$ cat src/rtl/k_way_sorted_merge_macros.svh
// Assertion macros for the k-way merge block.
// Included by the top level; depends on nothing else.
`ifndef K_WAY_SORTED_MERGE_MACROS_SVH
`define K_WAY_SORTED_MERGE_MACROS_SVH
// check an implication on every clock edge outside reset
`define KWM_ASSERT_IMPL(label, clk, rst, ante, cons, msg) \
   label: assert property (@(posedge clk) disable iff (rst) (ante) |-> (cons)) \
      else $error(msg);
// check an implication in the cycle after the antecedent
`define KWM_ASSERT_NEXT(label, clk, rst, ante, cons, msg) \
   label: assert property (@(posedge clk) disable iff (rst) (ante) |=> (cons)) \
      else $error(msg);
`endif

$ cat src/rtl/kwm_pkg.sv
// Shared types and constants for the k-way merge block.
// No dependencies.
package kwm_pkg;
   localparam int MaxRows = 16;
   localparam int RowW = $clog2(MaxRows);
   localparam int SizeW = $clog2(MaxRows + 1);
   localparam int AddrW = 2 * RowW;

   typedef struct packed {
      logic [31:0] value;
      logic [RowW-1:0] row;
      logic [RowW-1:0] col;
   } heap_item_type;

   typedef enum logic [3:0] {
      ST_IDLE, ST_BUILD_RD, ST_BUILD_PUSH, ST_SIFT_UP, ST_POP,
      ST_SIFT_DN, ST_NEXT_RD, ST_NEXT_PUSH, ST_SIFT_UP2, ST_EMIT
   } state_type;

   typedef struct packed {
      logic store_wr;
      logic rd_build;
      logic rd_next;
      logic push;
      logic up_step;
      logic pop;
      logic dn_step;
      logic clear;
      logic load_out;
      logic out_empty;
   } cmd_type;

   typedef struct packed {
      logic up_done;
      logic dn_done;
      logic heap_empty;
      logic build_done;
      logic has_next;
   } status_type;

   function automatic logic item_less(heap_item_type a, heap_item_type b);
      if (a.value != b.value) return $signed(a.value) < $signed(b.value);
      return a.row < b.row;
   endfunction
endpackage

$ cat src/rtl/kwm_control.sv
// Controller state machine for the k-way merge.
// Depends on kwm_pkg.
module kwm_control (
   input  logic clock,
   input  logic reset,
   input  logic req_valid,
   output logic req_stall,
   input  logic req_action,
   input  logic restart,
   output logic rsp_valid,
   input  logic rsp_stall,
   output logic rsp_is_empty,
   output kwm_pkg::cmd_type cmd,
   input  kwm_pkg::status_type status,
   output logic busy
);
   import kwm_pkg::*;

   state_type state_ff, state_in;
   logic started_ff, started_in;
   logic valid_ff, valid_in;
   logic empty_ff, empty_in;
   logic rsp_empty_ff, rsp_empty_in;

   always_ff @(posedge clock) begin
      if (reset) begin
         state_ff <= ST_IDLE;
         started_ff <= 1'b0;
         valid_ff <= 1'b0;
         empty_ff <= 1'b0;
         rsp_empty_ff <= 1'b0;
      end else begin
         state_ff <= state_in;
         started_ff <= started_in;
         valid_ff <= valid_in;
         empty_ff <= empty_in;
         rsp_empty_ff <= rsp_empty_in;
      end
   end

   always_comb begin
      state_in = state_ff;
      started_in = started_ff;
      valid_in = valid_ff && rsp_stall;
      empty_in = empty_ff;
      rsp_empty_in = rsp_empty_ff;
      cmd = '0;
      req_stall = 1'b1;
      if (restart) started_in = 1'b0;
      unique case (state_ff)
         ST_IDLE: begin
            req_stall = 1'b0;
            if (req_valid) begin
               if (!req_action) begin
                  cmd.store_wr = 1'b1;
                  started_in = 1'b0;
               end else if (!started_ff) begin
                  cmd.clear = 1'b1;
                  started_in = 1'b1;
                  state_in = ST_BUILD_RD;
               end else begin
                  state_in = ST_POP;
               end
            end
         end
         ST_BUILD_RD: begin
            if (status.build_done) state_in = ST_POP;
            else begin
               cmd.rd_build = 1'b1;
               state_in = ST_BUILD_PUSH;
            end
         end
         ST_BUILD_PUSH: begin
            cmd.push = 1'b1;
            state_in = ST_SIFT_UP;
         end
         ST_SIFT_UP: begin
            cmd.up_step = 1'b1;
            if (status.up_done) state_in = ST_BUILD_RD;
         end
         ST_POP: begin
            if (status.heap_empty) begin
               state_in = ST_EMIT;
               empty_in = 1'b1;
            end else begin
               cmd.pop = 1'b1;
               empty_in = 1'b0;
               state_in = ST_SIFT_DN;
            end
         end
         ST_SIFT_DN: begin
            cmd.dn_step = 1'b1;
            if (status.dn_done) state_in = status.has_next ? ST_NEXT_RD : ST_EMIT;
         end
         ST_NEXT_RD: begin
            cmd.rd_next = 1'b1;
            state_in = ST_NEXT_PUSH;
         end
         ST_NEXT_PUSH: begin
            cmd.push = 1'b1;
            cmd.rd_build = 1'b0;
            state_in = ST_SIFT_UP2;
         end
         ST_SIFT_UP2: begin
            cmd.up_step = 1'b1;
            if (status.up_done) state_in = ST_EMIT;
         end
         ST_EMIT: begin
            // hold until the output register is free
            if (!valid_in) begin
               cmd.load_out = 1'b1;
               cmd.out_empty = empty_ff;
               rsp_empty_in = empty_ff;
               valid_in = 1'b1;
               state_in = ST_IDLE;
            end
         end
         default: state_in = ST_IDLE;
      endcase
   end

   assign rsp_valid = valid_ff;
   assign rsp_is_empty = rsp_empty_ff;
   assign busy = (state_ff != ST_IDLE);
endmodule

$ cat config.mk
export PLATFORM = sky130hd
export DESIGN_NAME = kwm_control
export DESIGN_NICKNAME = d
export VERILOG_FILES = /design/src/rtl/k_way_sorted_merge_macros.svh /design/src/rtl/kwm_pkg.sv /design/src/rtl/kwm_control.sv
export SDC_FILE = /design/constraint.sdc
export NUM_CORES = 1
export LEC_CHECK = 0
export BUFFER_PORTS_ARGS = -buffer_cell sky130_fd_sc_hd__buf_2
export CAP_MARGIN = 20
export CORE_UTILIZATION = 40
export CTS_CLUSTER_DIAMETER = 150
export CTS_CLUSTER_SIZE = 40
export DETAILED_ROUTE_END_ITERATION = 12
export PLACE_DENSITY = 0.65
export SLEW_MARGIN = 30
export SYNTH_ARGS = -nofsm -noshare
export SYNTH_HDL_FRONTEND = slang
export SYNTH_SLANG_ARGS = --single-unit
$ cat constraint.sdc
create_clock -name clock -period 2.6 [get_ports clock]
set_clock_uncertainty 0.1 [all_clocks]
set_input_delay 0.13 -clock clock [delete_from_list [all_inputs] [get_ports clock]]
set_output_delay 0.13 -clock clock [all_outputs]
set_load 0.05 [all_outputs]
# Yosys cells after proc, flatten, opt, wreduce, memory -nomap -nowiden
# Index checks and enable logic that the tools add are counted.
[op_classes] n_bitwise=1 n_mul=0 muxes=36 add_sub_neg=0 eq_ne=15 n_lt_le_gt_ge=0 shift=0 div=0 reduce_logical=7
[ops] op="one-hot mux 4 bit (10 select lines)" count=1
[ops] op="2-to-1 mux 4 bit" count=8
[ops] op="2-to-1 mux 1 bit" count=23
[ops] op="== test 4 x 3 -> 1 bit (second input constant)" count=4
[ops] op="!= test 2 bit (second input constant)" count=6
[ops] op="== test 4 x 2 -> 1 bit (second input constant)" count=2
[ops] op="== test 4 bit (second input constant)" count=2
[ops] op="2-to-1 mux 3 bit" count=2
[ops] op="AND reduction 6 bit" count=1
[ops] op="== test 4 x 1 -> 1 bit (second input constant)" count=1
[ops] op="zero test 4 bit" count=1
[ops] op="2-to-1 mux 2 bit" count=2
[ops] op="nonzero test 4 bit" count=1
[ops] op="OR reduction 2 bit" count=2
[ops] op="AND reduction 2 bit" count=1
[ops] op="logical AND 1 bit" count=1
[ops] op="NOT 1 bit" count=1
[word_totals] ram_bits=0 register_bits=8 mem_bits_ro=0 output_inout_bits=14 memories=0 word_cells=64 latch_bits=0

# Logic depth before layout (Yosys ltp)
# Gate-level depths: netlist of run 1.
[depth] word_depth=5 depth_mapped=6 depth_no_buf=4

# Worst setup path before layout of run 1
# Ideal clock, no wire load.
[synth_path] path_type="flip-flop to output port" startpoint="register state_ff[1]" endpoint="output port cmd[8] in the netlist's numbering" path_buffers=2 arrival_ns=2.126 path_stages_with_launch=4 required_ns=2.370 path_slack_ns=0.244 cell_sequence="dfxtp_1 buf_6 buf_4 nor4_1"
[synth_lines] element="start: declaration" line="kwm_control.sv:19" source="state_type state_ff, state_in;"
[synth_lines] element="start signal: assignment" line="kwm_control.sv:33" source="state_ff <= state_in;"
[synth_lines] element="end: declaration" line="kwm_control.sv:13" source="output kwm_pkg::cmd_type cmd,"

==> results.yml, run 1 <==
floorplan:
  die-area_um2: 2140
  start_util: 0.440
  pin_count: 25
  dieHeight_um: 46.3
  row_count: 15
  core_area_um2: 1780
  die_w_um: 46.3
yosys:
  ys_seq_area_frac: 0.204
  ys_warn_count: 0
  synth_fp_nets: 102
  synthFlopType: "dfxtp_1"
  syn_avg_cell_area_um2: 8.62
  ys_ff_latch: 8
  syn_area_um2: 785
  yosysUniqueCellTypes: 39
  synth_edf_count: 0
  netlist_instances: 91
  synthArstFlopShare: 0
route:
  drt-total-wl_mm: 1.53
  first_pass_iters: 3
  post-route-drc-count: 0
  wl_per_cell_um: 11.4
  drt-initial-drc-count: 5
  route.vias.total: 699
  final_antenna_net_count: 0
  viasPerCell: 5.22
worst_setup_path:
  cp_num_buf_inv: 1
  timing_worst_setup_path_type: "reg -> out"
  critPathSlowestCell: "dfxtp_1"
  required_ns: 2.37
  cp.arrival_ns: 1.84
  cp-start-kind: "flip-flop"
  path_cells: "nor2b_1 > a21oi_1 > nor2_1 > buf_2"
  crit_fanout: 19
  worst_path_largest_cell_delay_ns: 0.81
  end_kind: "output pin"
  crit_family: "flip-flops"
final_layout:
  num_antenna_cells: 0
  finalNonFillerCells: 134
  area_growth_syn_to_layout_pct: 12.3
  fin_nets: 122
  drive_gt1_frac: 0.358
timing:
  period_minus_slack_ns: 2.07
  fin_crit_sh: 0.795
  fmax_mhz: 484
  fin_tns_setup_ns: 0
  setup_violations: 0
  tightest_slew_ns: 0.774
  slew_headroom: 0.483
  finalMaxSlewViolations: 0
  rsz0062_at_grt: "false"
  fin_ws_ns: 0.533
  finalHoldViolCount: 0
pwr:
  power_uw: 690
  powerDensity_nw_per_um2: 783
  leakagePower_nw: 0.372
  irDropWorstVdd_mv: 0.396
clock_tree:
  post_cts_buffers: 0
  root_buffer: "clkbuf_4"
  ctsLongestPathBuffers: 2
  clkTransAtPathRegs_ns: 0.05
  cts_tree: "yes"
  clkSinkCount: 8
  h-tree-depth: 1
  cts_hold_buf: 1
  clock_latency_ns: 0.25
  cts_resized: 0
  cts_made_buffers: 3
global_route:
  grt-busiest-layer: "met2"
  grt_pass1_wl_mm: 2.63
  use_met1: 0.208
  grt_pass1_vias: 595
  use_met2: 0.287
  grt_max_degree: 20
  met3_usage: 0.0745
  antenna_found_initial: 0
  overflow: 0
  grt_usage: 0.171
placed_design:
  port_buffers: 24
  dp_cells: 130
  dp_slack_ns: 0.793
  routabilityCongestion: 0.810
job:
  max_cap_viol_count: 0
worst_hold_path:
  worstHoldPathType: "in -> reg"
run_status:
  status: "complete, no violations"
Yosys cell counts, types with 2 or more instances:
cell type  number  area, µm²
mux2i_1         6       60.1
buf_4           3       22.5
nor2_1          7       26.3
a2bb2oi_1       2       17.5
nand2b_1        6       37.5
nand2_1         8       30.0
nor3_2          2       20.0
o2bb2ai_1       2       17.5
nand3_1         2       10.0
dfxtp_1         8        160
nor2b_1         5       31.3
nor3b_1         4       30.0
buf_6           5       56.3
a21oi_1         4       20.0
nand4_1         2       12.5
nor4_1          2       12.5
routing by layer:
layer | wire [µm] | vias up
li1 | - | 364
met3 | 79 | 0
met2 | 731 | 18
met5 | 0 | -
met1 | 717 | 317
met4 | 0 | 0
state kept, by name, indices dropped and copies added (netlist names):
register and cells:
rsp_valid 1, state_ff 4, started_ff 1, empty_ff 1
rsp_is_empty 1
kinds of logic (layout without fill, tap and decap cells):
kind of cell	count (synthesis)	after routing	share of synthesized area
compound gates	18	18	0.199
xor+xnor	1	1	0.0112
flops	8	8	0.204
simple gates	47	47	0.392
mux	6	6	0.0766
buf+inv	11	29	0.116
power by group:
group / internal [mW] / switching [mW]
logic: 0.144 / 0.241
clock network: 0.0525 / 0.0377
registers: 0.141 / 0.0742
final timing paths:
kind                                    from            to  slack, ns  cells after the start
worst max-delay path             state_ff[0]        cmd[5]       0.53                      4
worst min-delay path                   reset   state_ff[1]       0.08                      2
worst max register to register   state_ff[2]   state_ff[3]       0.85                      4
worst min register to register  rsp_is_empty  rsp_is_empty       0.39                      2
metrics by stage:
step | instance area (µm²) | hold WS [ns] | util
2_1_floorplan | 785 | 0.130 | -
3_3_place_gp | 848 | 0.230 | 0.476
3_5_place_dp | 848 | 0.239 | 0.476
4_1_cts | 881 | 0.0705 | 0.494
5_1_grt | 881 | 0.0658 | 0.494
6_report | 881 | 0.0781 | 0.494
layout make-up:
cell class | count | area, µm²
Clock buffer | 3 | 22.5
Fill cell | 183 | 902
Inverter | 1 | 3.75
Multi-Input combinational cell | 72 | 533
Sequential cell | 8 | 160
Tap cell | 25 | 31.3
Timing Repair Buffer | 25 | 130
cells in the final DEF (no fill, tap or decap), types with 3 or more instances in the layout:
cell type / n
a21oi_1: 4
mux2i_1: 6
nor2b_1: 5
nand2_1: 8
nand2b_1: 6
nor3b_1: 4
dfxtp_1: 8
clkbuf_4: 3
buf_2: 24
nor2_1: 7
Power figures use the tool's default switching activity.
==> inputs of run 2 (changes only) <==
--- a/config.mk
+++ b/config.mk
@@ -11,7 +11,7 @@
 export CTS_CLUSTER_DIAMETER = 150
 export CTS_CLUSTER_SIZE = 40
 export DETAILED_ROUTE_END_ITERATION = 12
-export PLACE_DENSITY = 0.65
+export PLACE_DENSITY = 0.68
 export SLEW_MARGIN = 30
 export SYNTH_ARGS = -nofsm -noshare
 export SYNTH_HDL_FRONTEND = slang
==> constraint.sdc (replaced) <==
create_clock -name clock -period 1.9 [get_ports clock]
set_clock_uncertainty 0.1 [all_clocks]
set_input_delay 0.095 -clock clock [delete_from_list [all_inputs] [get_ports clock]]
set_output_delay 0.095 -clock clock [all_outputs]
set_load 0.05 [all_outputs]
==> results.yml, run 2 (synthesized netlist as in run 1, its figures left out) <==
worst_setup_path:
  path_cells: "buf_4 > nor2_4 > nand3_1 > nor3b_2 > buf_2"
  timing_worst_setup_path_type: "reg -> out"
  end_kind: "output pin"
  r2r-end: "state_ff[0]"
  required_ns: 1.70
  critPathSlowestCell: "dfxtp_2"
  cp.arrival_ns: 1.60
  r2r-start: "state_ff[1]"
  worst_path_largest_cell_delay_ns: 0.41
  r2r_cells: 4
  cp-start-kind: "flip-flop"
  crit_fanout: 14
  reg2reg_slack_ns: 0.31
timing:
  period_minus_slack_ns: 1.79
  fin_ws_ns: 0.105
  rsz0062_at_grt: "false"
  tightest_slew_ns: 0.391
  fmax_mhz: 557
  fin_crit_sh: 0.944
  finalHoldViolCount: 0
  finalMaxSlewViolations: 0
  hold_slack_ns: 0.0526
  slew_headroom: 0.739
  fin_tns_setup_ns: 0
  setup_violations: 0
run_status:
  status: "complete, no violations"
global_route:
  grt-busiest-layer: "met2"
  overflow: 0
  use_met1: 0.236
  grt_pass1_vias: 678
  grt_usage: 0.182
  grt_max_degree: 18
  grt_pass1_wl_mm: 2.86
  antenna_found_initial: 0
  met3_usage: 0.0471
  use_met2: 0.310
clock_tree:
  cts_made_buffers: 3
  clkSinkCount: 8
  clock_latency_ns: 0.24
  h-tree-depth: 1
  clkTransAtPathRegs_ns: 0.05
  post_cts_buffers: 0
  root_buffer: "clkbuf_4"
  ctsLongestPathBuffers: 2
  cts_tree: "yes"
pwr:
  p_sw_frac: 0.505
  irDropWorstVdd_mv: 0.907
  leakagePower_nw: 0.409
  p_clk_frac: 0.118
  power.switching_uw: 505
  powerDensity_nw_per_um2: 1050
  internal_power_uw: 496
  power_mw: 1.00
  p_comb_frac: 0.603
  pwr-share-seq: 0.279
floorplan:
  die_w_um: 46.3
  pin_count: 25
  row_count: 15
  die-area_um2: 2140
  core_area_um2: 1780
  dieHeight_um: 46.3
  start_util: 0.440
route:
  drt-initial-drc-count: 6
  viasPerCell: 5.21
  post-route-drc-count: 0
  wl_per_cell_um: 12.2
  final_antenna_net_count: 0
  first_pass_iters: 4
  route.vias.total: 724
  drt-total-wl_mm: 1.69
final_layout:
  layout_common_cells: "24 x buf_2, 8 x nand2_1, 7 x nor2_1"
  fin_nets: 127
  final_util: 0.533
  seqCellArea_um2: 164
  stdcell_area_um2: 950
  largest-register: "state_ff"
  num_antenna_cells: 0
  final_common_cell: "buf_2"
  largest_register_ffs: 4
  multi_input_area_um2: 561
  area_growth_syn_to_layout_pct: 21.1
  finalNonFillerCells: 139
  drive_gt1_frac: 0.447
  n_fill_cell: 180
placed_design:
  dp_cells: 135
  routabilityCongestion: 0.804
  dp_slack_ns: 0.185
  port_buffers: 24
  postPlaceCellArea_um2: 908
  dpl.hpwl_mm: 1.32
job:
  max_cap_viol_count: 0
worst_hold_path:
  worstHoldPathType: "in -> reg"
  whs_path_depth: 3
  min_to: "empty_ff"
  min_from: "status[2]"
run 2: what timing repair did:
| action | CTS | global route |
|---|---|---|
| endpoints found under the setup margin | 3 | 3 |
| hold buffers | 1 | 0 |
| hold endpoints to repair | 1 | 0 |
| resized for setup | 2 | 2 |
run 2: routing by layer:
metal / part of all wire / up-vias
li1: - / 375
met1: 0.45 / 327
met2: 0.50 / 20
met3: 0.035 / 2
met4: 0.0095 / 0
met5: 0 / -
run 2: critical path: cells and delay by family, from the launching register on:
family,cells,cell delay (ns)
simple gates,3,0.48
buf+inv,2,0.47
flops,1,0.41
run 2: worst max-delay path by stage:
stage           startpoint           to  slack [ns]  cells after the start
6_report       state_ff[0]       cmd[2]        0.11                      5
5_1_grt        state_ff[0]       cmd[9]        0.02                      5
4_1_cts        state_ff[2]       cmd[0]        0.05                      5
3_5_place_dp   state_ff[0]  state_ff[0]        0.18                      5
3_3_place_gp   state_ff[0]  state_ff[0]        0.21                      5
2_1_floorplan  state_ff[3]       cmd[0]        0.06                      5
run 2: cell type report:
class,instances,share of cell area
Sequential cell,8,0.173
Clock buffer,3,0.0237
Inverter,1,0.00395
Multi-Input combinational cell,72,0.590
Timing Repair Buffer,30,0.177
Tap cell,25,0.0329
run 2: power groups by stage:
stage / Clock (mW) / Sequential, mW / Combinational [mW]
after floorplan: 0 / 0.211 / 0.585
after global placement: 0 / 0.275 / 0.589
after detailed placement: 0 / 0.277 / 0.599
after CTS: 0.124 / 0.276 / 0.603
after global routing: 0.133 / 0.286 / 0.648
final: 0.119 / 0.279 / 0.604
